**src/rtl/tsde_pkg.sv**
```systemverilog
// tsde_pkg: shared types, constants and tables for the transient shaper
// used by every module of the block; no dependencies

package tsde_pkg;

  localparam int unsigned N_CH     = 8;
  localparam int unsigned SAMPLE_W = 24;
  localparam int unsigned AMT_W    = 17;
  localparam int unsigned DB_W     = 14;
  localparam int unsigned COEF_W   = 24;
  localparam int unsigned GAIN_W   = 31;
  localparam int unsigned ACC_W    = 31;
  localparam int unsigned CFG_IDX_W = 3;
  localparam int unsigned IN_DATA_W  = N_CH * SAMPLE_W;
  localparam int unsigned OUT_FLD_W  = N_CH * SAMPLE_W + 2 * AMT_W;
  localparam int unsigned OUT_DATA_W = ((OUT_FLD_W + 7) / 8) * 8;

  // full scale sample and the divider offset (0.01 of full scale)
  localparam logic [SAMPLE_W-1:0] FULL_SCALE = {1'b0, {(SAMPLE_W-1){1'b1}}};
  localparam logic [SAMPLE_W-1:0] EPS_OFFSET =
    SAMPLE_W'(((64'd1 << (SAMPLE_W - 1)) + 64'd50) / 64'd100);
  localparam logic [AMT_W-1:0] AMOUNT_ONE = AMT_W'(65536);
  // log2(10)/20 in Q0.24
  localparam logic [21:0] LOG2_10_OVER_20 = 22'd2786634;

  // register indexes of the configuration port
  localparam logic [CFG_IDX_W-1:0] REG_ATTACK_DB    = 3'd0;
  localparam logic [CFG_IDX_W-1:0] REG_SUSTAIN_DB   = 3'd1;
  localparam logic [CFG_IDX_W-1:0] REG_CHANNELS     = 3'd2;
  localparam logic [CFG_IDX_W-1:0] REG_FAST_ATTACK  = 3'd3;
  localparam logic [CFG_IDX_W-1:0] REG_FAST_RELEASE = 3'd4;
  localparam logic [CFG_IDX_W-1:0] REG_SLOW_ATTACK  = 3'd5;
  localparam logic [CFG_IDX_W-1:0] REG_SLOW_RELEASE = 3'd6;

  typedef logic signed [SAMPLE_W-1:0] sample_t;
  typedef logic [SAMPLE_W-1:0]        mag_t;

  typedef struct packed {
    logic signed [DB_W-1:0] attack_db;
    logic signed [DB_W-1:0] sustain_db;
    logic [3:0]             channels;
    logic [COEF_W-1:0]      fast_attack;
    logic [COEF_W-1:0]      fast_release;
    logic [COEF_W-1:0]      slow_attack;
    logic [COEF_W-1:0]      slow_release;
  } cfg_t;

  // result of one frame's envelope and gain work
  typedef struct packed {
    logic              done;
    logic [GAIN_W-1:0] gain;
    logic [AMT_W-1:0]  amount;
    logic [AMT_W-1:0]  block_peak;
  } core_st_t;

  // 2^(2^-(k+1)) in Q1.30
  function automatic logic [ACC_W-1:0] pow2_frac(input logic [3:0] k);
    logic [ACC_W-1:0] v;
    case (k)
      4'd0:    v = 31'd1518500250;
      4'd1:    v = 31'd1276901417;
      4'd2:    v = 31'd1170923762;
      4'd3:    v = 31'd1121280435;
      4'd4:    v = 31'd1097253708;
      4'd5:    v = 31'd1085434106;
      4'd6:    v = 31'd1079572136;
      4'd7:    v = 31'd1076653033;
      4'd8:    v = 31'd1075196443;
      4'd9:    v = 31'd1074468888;
      4'd10:   v = 31'd1074105294;
      4'd11:   v = 31'd1073923544;
      4'd12:   v = 31'd1073832680;
      4'd13:   v = 31'd1073787251;
      4'd14:   v = 31'd1073764537;
      default: v = 31'd1073753181;
    endcase
    return v;
  endfunction

endpackage

```
**src/rtl/tsde_lane.sv**
```systemverilog
// tsde_lane: one channel lane, magnitude for the peak search and gain scaling
// depends on tsde_pkg

module tsde_lane import tsde_pkg::*; (
  input  logic              clk_i,
  input  sample_t           sample_i,
  input  logic              active_i,
  input  logic [GAIN_W-1:0] gain_i,
  input  logic              load_i,
  output mag_t              mag_o,
  output sample_t           shaped_o
);

  logic [SAMPLE_W:0]                 abs_w;
  logic signed [SAMPLE_W+GAIN_W:0]   prod_w;
  logic signed [SAMPLE_W+GAIN_W:0]   rnd_w;
  logic signed [SAMPLE_W+GAIN_W-24:0] y_w;
  sample_t                           sat_w;
  sample_t                           shaped_q;

  // saturated magnitude, zero on an inactive channel
  always_comb begin
    abs_w = sample_i[SAMPLE_W-1] ? (SAMPLE_W+1)'(-$signed({sample_i[SAMPLE_W-1], sample_i}))
                                 : {1'b0, sample_i};
    if (!active_i) begin
      mag_o = '0;
    end else if (abs_w > {1'b0, FULL_SCALE}) begin
      mag_o = FULL_SCALE;
    end else begin
      mag_o = abs_w[SAMPLE_W-1:0];
    end
  end

  // scale by the Q.24 gain, round half up, saturate
  always_comb begin
    prod_w = $signed({{(GAIN_W+1){sample_i[SAMPLE_W-1]}}, sample_i})
           * $signed({{(SAMPLE_W+1){1'b0}}, gain_i});
    rnd_w  = prod_w + (SAMPLE_W+GAIN_W+1)'(1 << 23);
    y_w    = rnd_w[SAMPLE_W+GAIN_W:24];
    if (y_w > $signed({{(GAIN_W-23){1'b0}}, FULL_SCALE})) begin
      sat_w = sample_t'(FULL_SCALE);
    end else if (y_w < -$signed({{(GAIN_W-23){1'b0}}, FULL_SCALE}) - 1) begin
      sat_w = ~sample_t'(FULL_SCALE);
    end else begin
      sat_w = y_w[SAMPLE_W-1:0];
    end
  end

  always_ff @(posedge clk_i) begin
    if (load_i) begin
      shaped_q <= active_i ? sat_w : '0;
    end
  end

  assign shaped_o = shaped_q;

endmodule

```
**config.mk**
```make
export PLATFORM = sky130hd
export DESIGN_NAME = tsde_lane
export DESIGN_NICKNAME = d
export VERILOG_FILES = /design/src/rtl/tsde_pkg.sv /design/src/rtl/tsde_lane.sv
export SDC_FILE = /design/constraint.sdc
export NUM_CORES = 2
export LEC_CHECK = 0
export ABC_AREA = 1
export BUFFER_PORTS_ARGS = -buffer_cell sky130_fd_sc_hd__buf_2
export CAP_MARGIN = 20
export CORE_MARGIN = 2
export CORE_UTILIZATION = 60
export DETAILED_ROUTE_END_ITERATION = 10
export PLACE_DENSITY = 0.81
export SLEW_MARGIN = 5
export SYNTH_ARGS = -nofsm -noshare
export SYNTH_HDL_FRONTEND = slang
export SYNTH_SLANG_ARGS = --single-unit
```
**constraint.sdc**
```tcl
create_clock -name clk_i -period 7.8 [get_ports clk_i]
set_clock_uncertainty 0.15 [all_clocks]
set_input_delay 1.56 -clock clk_i [delete_from_list [all_inputs] [get_ports clk_i]]
set_output_delay 1.56 -clock clk_i [all_outputs]
set_load 0.005 [all_outputs]
```
==> flow_summary.json <==
{
  "outcome": "finished, violations left",
  "violations": "setup timing",
  "crit_type": "in2reg",
  "synth_edf_count": 24,
  "drt_first_pass_iters": 8,
  "vias": 26100,
  "grt_remaining_overflow": 0,
  "route.met3.wl_um": 12400,
  "min_path_type": "in2reg",
  "worst_pin_slew_ns": 0.869,
  "final_layout_size_suffix_gt1_share_pct": 22.1,
  "maxCapViolations": 0,
  "hpwl_um": 65400,
  "critical_path.top_delay_family": "adder cells",
  "met1_length_um": 31800,
  "viasPerCell": 5.65,
  "finalNetCount": 4926,
  "setup_viol": 24,
  "cts_buffers": 3,
  "dp_slack_ns": -0.738,
  "fillers": 2822,
  "die-area_mm2": 0.0476,
  "cts_buffer_depth": 2,
  "worstPathRequired_ns": 7.73,
  "htree_levels": 1,
  "drtIter0Drc": 2807,
  "synth_area_leaders": "fa_1 46%, inv_1 16%, nand2_1 14%",
  "largest_register_ffs": 24,
  "max_slew_margin_pct": 41.6,
  "synth_flop_cell": "edfxtp_1",
  "ys_warn_count": 0,
  "synth_top_cell_by_area": "fa_1",
  "die_h_um": 218,
  "gr-usage-all-layers_pct": 35.7,
  "cpMostUsedCell": "fa_1",
  "placed_area_mm2": 0.0309,
  "yosysTopAreaCellShare_pct": 46.1,
  "rsz0062_at_grt": "yes",
  "cp_slowest_stage_delay_ns": 0.59,
  "synth_fp_nets": 4590,
  "io_buffer_count": 104,
  "startpoint_type": "input port",
  "wl_per_cell_um": 21.1,
  "worst_path_max_delay_cell": "fa_1",
  "synth.distinct_cells": 46,
  "min_path_cells": 1,
  "fin_tns_setup_ns": -9.43,
  "period_minus_slack_ns": 8.26,
  "grt_pass1_vias": 26100,
  "place_congestion": 0.974,
  "hold_ws_ns": 1.68,
  "worst-path-stages": 33,
  "yosysSeqAreaShare_pct": 2.62,
  "cts_root_buf": "clkbuf_16",
  "path_clk_slew_ns": 0.06,
  "fin_ws_ns": -0.460,
  "met2WireLength_um": 44600,
  "antenna_found_initial": 1,
  "async_reset_ff_share_pct": 0,
  "grt_pass1_wl_um": 133000,
  "cp_max_fo": 6,
  "ant_nets": 0,
  "top_layer_used": "met4",
  "maxSlewViolCount": 0,
  "fmax_mhz": 121,
  "syn_avg_cell_area_um2": 7.48,
  "postCtsHoldBufs": 0,
  "row_count": 78,
  "area_growth_pct": 24.2,
  "grt_max_degree": 40,
  "drc": 0,
  "pin_count": 106,
  "drt-total-wl_um": 97500,
  "core_mm2": 0.0454,
  "netlist_area_mm2": 0.0275,
  "period_share_pct": 106,
  "ys_seq_elements": 24,
  "die_x_um": 218,
  "cts.sinks": 24,
  "cp-end-kind": "flip-flop",
  "tritoncts": "done",
  "cp.buffers_inverters": 12,
  "initial_core_util_pct": 60.7,
  "stdcell_area_mm2": 0.0342,
  "synthCells": 3683,
  "arrival_ns": 8.20,
  "hold_viol_final": 0
}
cell type report:
class	instances	area, um^2	share of cell area (%)
Antenna cell	1	2.50	0.00731
Clock buffer	3	75.1	0.219
Inverter	1170	4420	12.9
Multi-Input combinational cell	2325	23300	68.2
Sequential cell	24	721	2.11
Tap cell	600	751	2.19
Timing Repair Buffer	494	4920	14.4
Timing Repair inverter	1	8.76	0.0256
repair_timing:
action	4_1_cts	5_1_grt
buffers inserted	32	42
endpoints found under the hold margin	0	0
pin swaps	93	141
setup endpoints to repair	24	24
gates resized for setup	328	273
cloned	9	15
worst paths after layout:
check / startpoint / to / slack [ns]
max: sample_i[14] / shaped_o[1]$_SDFFCE_PN0P_ / -0.46
min: load_i / shaped_o[19]$_SDFFCE_PN0P_ / 1.68
per-stage QoR:
stage	std cells	util (%)
floorplan	3683	-
global placement	4517	68.0
detailed placement	4517	68.0
CTS	4560	71.8
global route	4617	75.4
finish	4618	75.4
cells by family after synthesis:
logic type               synth area share, %
AND/OR/NAND/NOR                         18.3
buffers and inverters                   18.4
XOR/XNOR                                1.37
other                                 0.0136
AO/OA/AOI/OAI                           3.42
flip-flops                              2.62
adder cells (fa/ha/maj)                 55.9
placed cells by master, fill, tap and decap left out, drive strengths merged, types with 17 or more instances in the layout:
cell / instances
clkbuf: 17
nand2: 1039
nor2: 140
fa: 635
inv: 1169
buf: 479
nand3: 42
xor2: 21
edfxtp: 24
ha: 214
o21ai: 32
xnor2: 22
a21oi: 102
layer usage:
metal	GRT usage, %	up-vias
li1	-	11000
met1	44.8	12600
met4	15.4	0
met3	6.79	646
met2	60.4	1914
met5	0	-
cell usage after synthesis, types with 5 or more instances:
master / instances
inv_1: 1161
nand2_1: 1022
fa_1: 635
ha_1: 214
clkbuf_1: 156
nor2_1: 121
a21oi_1: 94
nand3_1: 40
o21ai_0: 30
edfxtp_1: 24
xnor2_1: 22
xor2_1: 21
nor2_2: 15
o21bai_1: 14
a31oi_1: 13
or2_2: 13
nor3_1: 10
a21oi_2: 8
inv_2: 8
nand2_2: 8
nand4_1: 7
buf_2: 5
Power is not shown: default switching activity piles up to over one toggle a cycle in this logic, so the estimate is an artifact.
