### src/rtl/tsde_pkg.sv
// tsde_pkg: shared types, constants and tables for the transient shaper
// used by every module of the block; no dependencies

package tsde_pkg;

  localparam int unsigned N_CH     = 8;
  localparam int unsigned SAMPLE_W = 24;
  localparam int unsigned AMT_W    = 17;
  localparam int unsigned DB_W     = 14;
  localparam int unsigned COEF_W   = 24;
  localparam int unsigned GAIN_W   = 31;
  localparam int unsigned ACC_W    = 31;
  localparam int unsigned CFG_IDX_W = 3;
  localparam int unsigned IN_DATA_W  = N_CH * SAMPLE_W;
  localparam int unsigned OUT_FLD_W  = N_CH * SAMPLE_W + 2 * AMT_W;
  localparam int unsigned OUT_DATA_W = ((OUT_FLD_W + 7) / 8) * 8;

  // full scale sample and the divider offset (0.01 of full scale)
  localparam logic [SAMPLE_W-1:0] FULL_SCALE = {1'b0, {(SAMPLE_W-1){1'b1}}};
  localparam logic [SAMPLE_W-1:0] EPS_OFFSET =
    SAMPLE_W'(((64'd1 << (SAMPLE_W - 1)) + 64'd50) / 64'd100);
  localparam logic [AMT_W-1:0] AMOUNT_ONE = AMT_W'(65536);
  // log2(10)/20 in Q0.24
  localparam logic [21:0] LOG2_10_OVER_20 = 22'd2786634;

  // register indexes of the configuration port
  localparam logic [CFG_IDX_W-1:0] REG_ATTACK_DB    = 3'd0;
  localparam logic [CFG_IDX_W-1:0] REG_SUSTAIN_DB   = 3'd1;
  localparam logic [CFG_IDX_W-1:0] REG_CHANNELS     = 3'd2;
  localparam logic [CFG_IDX_W-1:0] REG_FAST_ATTACK  = 3'd3;
  localparam logic [CFG_IDX_W-1:0] REG_FAST_RELEASE = 3'd4;
  localparam logic [CFG_IDX_W-1:0] REG_SLOW_ATTACK  = 3'd5;
  localparam logic [CFG_IDX_W-1:0] REG_SLOW_RELEASE = 3'd6;

  typedef logic signed [SAMPLE_W-1:0] sample_t;
  typedef logic [SAMPLE_W-1:0]        mag_t;

  typedef struct packed {
    logic signed [DB_W-1:0] attack_db;
    logic signed [DB_W-1:0] sustain_db;
    logic [3:0]             channels;
    logic [COEF_W-1:0]      fast_attack;
    logic [COEF_W-1:0]      fast_release;
    logic [COEF_W-1:0]      slow_attack;
    logic [COEF_W-1:0]      slow_release;
  } cfg_t;

  // result of one frame's envelope and gain work
  typedef struct packed {
    logic              done;
    logic [GAIN_W-1:0] gain;
    logic [AMT_W-1:0]  amount;
    logic [AMT_W-1:0]  block_peak;
  } core_st_t;

  // 2^(2^-(k+1)) in Q1.30
  function automatic logic [ACC_W-1:0] pow2_frac(input logic [3:0] k);
    logic [ACC_W-1:0] v;
    case (k)
      4'd0:    v = 31'd1518500250;
      4'd1:    v = 31'd1276901417;
      4'd2:    v = 31'd1170923762;
      4'd3:    v = 31'd1121280435;
      4'd4:    v = 31'd1097253708;
      4'd5:    v = 31'd1085434106;
      4'd6:    v = 31'd1079572136;
      4'd7:    v = 31'd1076653033;
      4'd8:    v = 31'd1075196443;
      4'd9:    v = 31'd1074468888;
      4'd10:   v = 31'd1074105294;
      4'd11:   v = 31'd1073923544;
      4'd12:   v = 31'd1073832680;
      4'd13:   v = 31'd1073787251;
      4'd14:   v = 31'd1073764537;
      default: v = 31'd1073753181;
    endcase
    return v;
  endfunction

endpackage

### src/rtl/tsde_merge.sv
// tsde_merge: combines the lane magnitudes into the frame peak
// depends on tsde_pkg

module tsde_merge import tsde_pkg::*; (
  input  logic            clk_i,
  input  mag_t [N_CH-1:0] mag_i,
  input  logic            en_i,
  output mag_t            peak_o
);

  mag_t peak_q;
  mag_t max_w;

  // running maximum over the lanes
  always_comb begin
    max_w = '0;
    for (int k = 0; k < N_CH; k++) begin
      if (mag_i[k] > max_w) begin
        max_w = mag_i[k];
      end
    end
  end

  always_ff @(posedge clk_i) begin
    if (en_i) begin
      peak_q <= max_w;
    end
  end

  assign peak_o = peak_q;

endmodule

### config.mk
export PLATFORM = sky130hd
export DESIGN_NAME = tsde_merge
export DESIGN_NICKNAME = d
export VERILOG_FILES = /design/src/rtl/tsde_pkg.sv /design/src/rtl/tsde_merge.sv
export SDC_FILE = /design/constraint.sdc
export NUM_CORES = 1
export LEC_CHECK = 0
export BUFFER_PORTS_ARGS = -buffer_cell sky130_fd_sc_hd__buf_4
export CELL_PAD_IN_SITES_DETAIL_PLACEMENT = 0
export CELL_PAD_IN_SITES_GLOBAL_PLACEMENT = 1
export CORE_ASPECT_RATIO = 1.75
export CORE_UTILIZATION = 32
export DETAILED_ROUTE_END_ITERATION = 8
export PLACE_DENSITY_LB_ADDON = 0.1
export SLEW_MARGIN = 30
export SYNTH_ARGS = -nofsm -noshare
export SYNTH_HDL_FRONTEND = slang
export SYNTH_SLANG_ARGS = --single-unit
### constraint.sdc
create_clock -name clk_i -period 21.2 [get_ports clk_i]
set_input_delay 0 -clock clk_i [delete_from_list [all_inputs] [get_ports clk_i]]
set_output_delay 0 -clock clk_i [all_outputs]
set_load 0.1 [all_outputs]
==> impl_metrics.xml <==
<?xml version="1.0" encoding="UTF-8"?>
<metrics>
  <group name="status">
    <metric name="status" unit="">complete, no violations</metric>
  </group>
  <group name="worst_setup_path">
    <metric name="worst_path_most_repeated_cell" unit="">a21o_1</metric>
    <metric name="timing.critical_path.to_type" unit="">flop</metric>
    <metric name="worstPathMaxFanout" unit="">25</metric>
    <metric name="startpoint_type" unit="">input port</metric>
    <metric name="critical_path_required" unit="ns">21.19</metric>
    <metric name="timing.critical_path.from" unit="">mag_i[23]</metric>
    <metric name="path_class" unit="">input port to flop</metric>
    <metric name="worst-endpoint-arrival" unit="ns">19.10</metric>
    <metric name="critical-path-max-stage-delay" unit="ns">0.55</metric>
    <metric name="cp_slowest_cell" unit="">a2bb2oi_2</metric>
  </group>
  <group name="sta">
    <metric name="report.final.slew_viol_count" unit="">0</metric>
    <metric name="final-hold-violation-count" unit="">0</metric>
    <metric name="max_slew.worst_pin.slew" unit="ns">0.889</metric>
    <metric name="slew_margin_rel" unit="%">40.7</metric>
    <metric name="timing.setup.tns" unit="ns">0</metric>
    <metric name="setup_viol" unit="">0</metric>
    <metric name="max_clock_freq" unit="MHz">52.3</metric>
    <metric name="clock_period_minus_worst_slack" unit="ns">19.11</metric>
    <metric name="rsz_0062_raised_after_global_routing" unit="">false</metric>
    <metric name="tcrit_tclk_final" unit="%">90.1</metric>
  </group>
  <group name="place">
    <metric name="hpwl_after_detailed_placement" unit="mm">22.3</metric>
    <metric name="io_buffer_count" unit="">217</metric>
    <metric name="place.gp.congestion" unit="">0.845</metric>
    <metric name="dp_cells" unit="">1466</metric>
  </group>
  <group name="grt">
    <metric name="largest_net_degree_at_the_start_of_global_routing" unit="">49</metric>
    <metric name="number_of_antenna_violations_at_the_first_check_in_global_routing" unit="">0</metric>
    <metric name="global_route.overflow_total" unit="">0</metric>
    <metric name="grt_pass1_vias" unit="">7826</metric>
    <metric name="grt.total_usage" unit="%">20.6</metric>
    <metric name="grt_first_pass_wirelength" unit="mm">39.3</metric>
  </group>
  <group name="cells_and_area">
    <metric name="fraction_of_layout_instances_using_a_drive_strength_above_1" unit="%">25.3</metric>
    <metric name="num-fill-cells" unit="">2480</metric>
    <metric name="antennaDiodeCount" unit="">0</metric>
    <metric name="largest_register_ff_count" unit="">24</metric>
    <metric name="syn_to_final_growth" unit="%">26.9</metric>
    <metric name="multi_input_gate_area" unit="um2">6140</metric>
    <metric name="final-instance-count-excl-fill" unit="">1470</metric>
    <metric name="nNetsFinal" unit="">1524</metric>
    <metric name="seq_area" unit="um2">721</metric>
  </group>
  <group name="synthesis">
    <metric name="synth_top_area_share" unit="%">26.5</metric>
    <metric name="synth_edf_count" unit="">24</metric>
    <metric name="synth_seq_area_share" unit="%">9.61</metric>
    <metric name="mappedNetlistArea" unit="um2">7500</metric>
    <metric name="yosys.cell_count.top_type" unit="">ha_1</metric>
    <metric name="yosysWarningCount" unit="">0</metric>
    <metric name="synth-main-ff-cell" unit="">edfxtp_1</metric>
    <metric name="ys_types" unit="">72</metric>
    <metric name="synthArstFlopShare" unit="%">0</metric>
    <metric name="synth.net_count" unit="">1326</metric>
    <metric name="synthesis.area_per_instance" unit="um2">7.71</metric>
    <metric name="cell_types_occupying_the_most_area_after_synthesis" unit="">ha_1 (27%), edfxtp_1 (9.6%), inv_1 (6.3%)</metric>
    <metric name="syn-instance-count" unit="">973</metric>
    <metric name="synth_common_cells" unit="">ha_1 (159), inv_1 (125), nor2_1 (98), a21oi_1 (88), o21ai_0 (52)</metric>
    <metric name="synth_register_bits" unit="">24</metric>
    <metric name="synth_area_leader_cell" unit="">ha_1</metric>
  </group>
  <group name="clock_network">
    <metric name="cts_htree_levels" unit="">1</metric>
    <metric name="clock_sinks" unit="">24</metric>
    <metric name="cts_root_buf" unit="">clkbuf_16</metric>
    <metric name="cts_tree" unit="">yes</metric>
    <metric name="cts.reportedPaths.clkPinSlew" unit="ns">0.07</metric>
    <metric name="cts_inserted_buffers" unit="">3</metric>
    <metric name="maximum_clock_path_buffer_count" unit="">2</metric>
  </group>
  <group name="pwr">
    <metric name="power.internal" unit="W">0.000578</metric>
    <metric name="power_per_cell_area" unit="nW/um2">144</metric>
    <metric name="max-vdd-ir-drop" unit="V">0.000162</metric>
    <metric name="power.static_leakage" unit="nW">4.97</metric>
    <metric name="p_comb_share" unit="%">88.7</metric>
    <metric name="total_power" unit="W">0.00137</metric>
    <metric name="power.share.sequential" unit="%">8.0</metric>
    <metric name="netSwitchingPower" unit="W">0.000792</metric>
    <metric name="power.share.clock" unit="%">3.3</metric>
    <metric name="swShare" unit="%">57.8</metric>
  </group>
  <group name="min_path">
    <metric name="hold_class" unit="">input port to flop</metric>
    <metric name="min_delay_startpoint" unit="">mag_i[177]</metric>
  </group>
  <group name="die">
    <metric name="fp.dieArea" unit="um2">24100</metric>
    <metric name="io_pins" unit="">218</metric>
    <metric name="die_height" unit="um">204</metric>
    <metric name="floorplan.initialDensity" unit="%">32.8</metric>
    <metric name="design.core.area" unit="um2">22800</metric>
    <metric name="die_width" unit="um">118</metric>
    <metric name="number_of_cell_rows" unit="">73</metric>
  </group>
  <group name="drt">
    <metric name="route.detailed.wl_per_inst" unit="um">17.2</metric>
    <metric name="drt.antenna.violating_nets" unit="">0</metric>
    <metric name="vias_per_cell" unit="">5.22</metric>
    <metric name="first_iter_violations" unit="">166</metric>
    <metric name="drcViolationCount" unit="">0</metric>
    <metric name="totalWireLength" unit="mm">25.3</metric>
    <metric name="drtPass1Iterations" unit="">6</metric>
    <metric name="vias" unit="">7677</metric>
  </group>
  <group name="job">
    <metric name="drv.max_cap_violation_count" unit="">0</metric>
  </group>
</metrics>
per-layer routing:
metal  share of wire (%)  up-vias  global-route usage, %
met5                   0        -                      0
met4                 2.3        0                   5.59
met3                 3.6       31                   1.98
met2                  58      175                   44.1
met1                  36     3499                   20.1
li1                    -     3972                      -
power groups by stage:
stage	logic, W	clock network (W)	registers [W]
2_1_floorplan	0.000757	0	0.000287
3_3_place_gp	0.00122	0	0.000111
3_5_place_dp	0.00122	0	0.000109
4_1_cts	0.00123	0.0000472	0.000109
5_1_grt	0.00134	0.0000475	0.000111
6_report	0.00122	0.0000453	0.000109
worst max-delay path: cells and delay by family:
kind | cells | cell delay (ns)
buffers and inverters | 9 | 1.55
AOI/OAI and AO/OA | 41 | 9.10
adders and majority gates | 7 | 2.02
and+or+nand+nor | 25 | 5.20
muxes | 4 | 1.16
path summary, 6_finish.rpt:
kind | to | slack, ns | cells past startpoint
max | peak_o[5] | 2.09 | 86
min | peak_o[9] | 0.06 | 3
metrics by stage:
| step | utilization (%) | setup slack, ns | hold slack (ns) | area (um2) |
|---|---|---|---|---|
| finish | 41.7 | 2.09 | 0.0647 | 9510 |
| global route | 41.7 | 0.185 | 0.118 | 9510 |
| CTS | 41.6 | 0.838 | 0.0665 | 9500 |
| detailed placement | 41.2 | 0.630 | 0.354 | 9420 |
| floorplan | - | 4.01 | 0.112 | 7500 |
| global placement | 41.2 | 0.906 | 0.357 | 9420 |
timing repair:
action                     CTS  global route
setup endpoints to repair    0            24
setup buffers                0             0
gates resized for setup      0             3
hold buffers                 0             0
kinds of logic after synthesis:
kind of cell    share of synthesized area, %
fa+ha+maj                               26.5
simple gates                            19.7
flops                                   9.61
buf+inv                                 8.78
xor+xnor                               0.467
mux                                     10.2
compound gates                          24.7
layout make-up:
class | instances | share of cell area [%]
clock inverter | 1 | 0.0395
tap | 300 | 3.95
inverter | 125 | 4.93
clock buffer | 3 | 0.789
timing repair buffer | 230 | 18.1
multi-input combinational | 787 | 64.6
sequential | 24 | 7.57
cells in the final DEF, fill, tap and decap left out, types with 30 or more instances in the layout:
master,count
a21o_1,36
o21ai_0,52
a21oi_1,88
nor2_1,97
ha_1,159
buf_4,230
nand4_1,30
nand2_1,44
mux2i_1,44
inv_1,125
No activity file was read; power rests on OpenSTA's default activity.
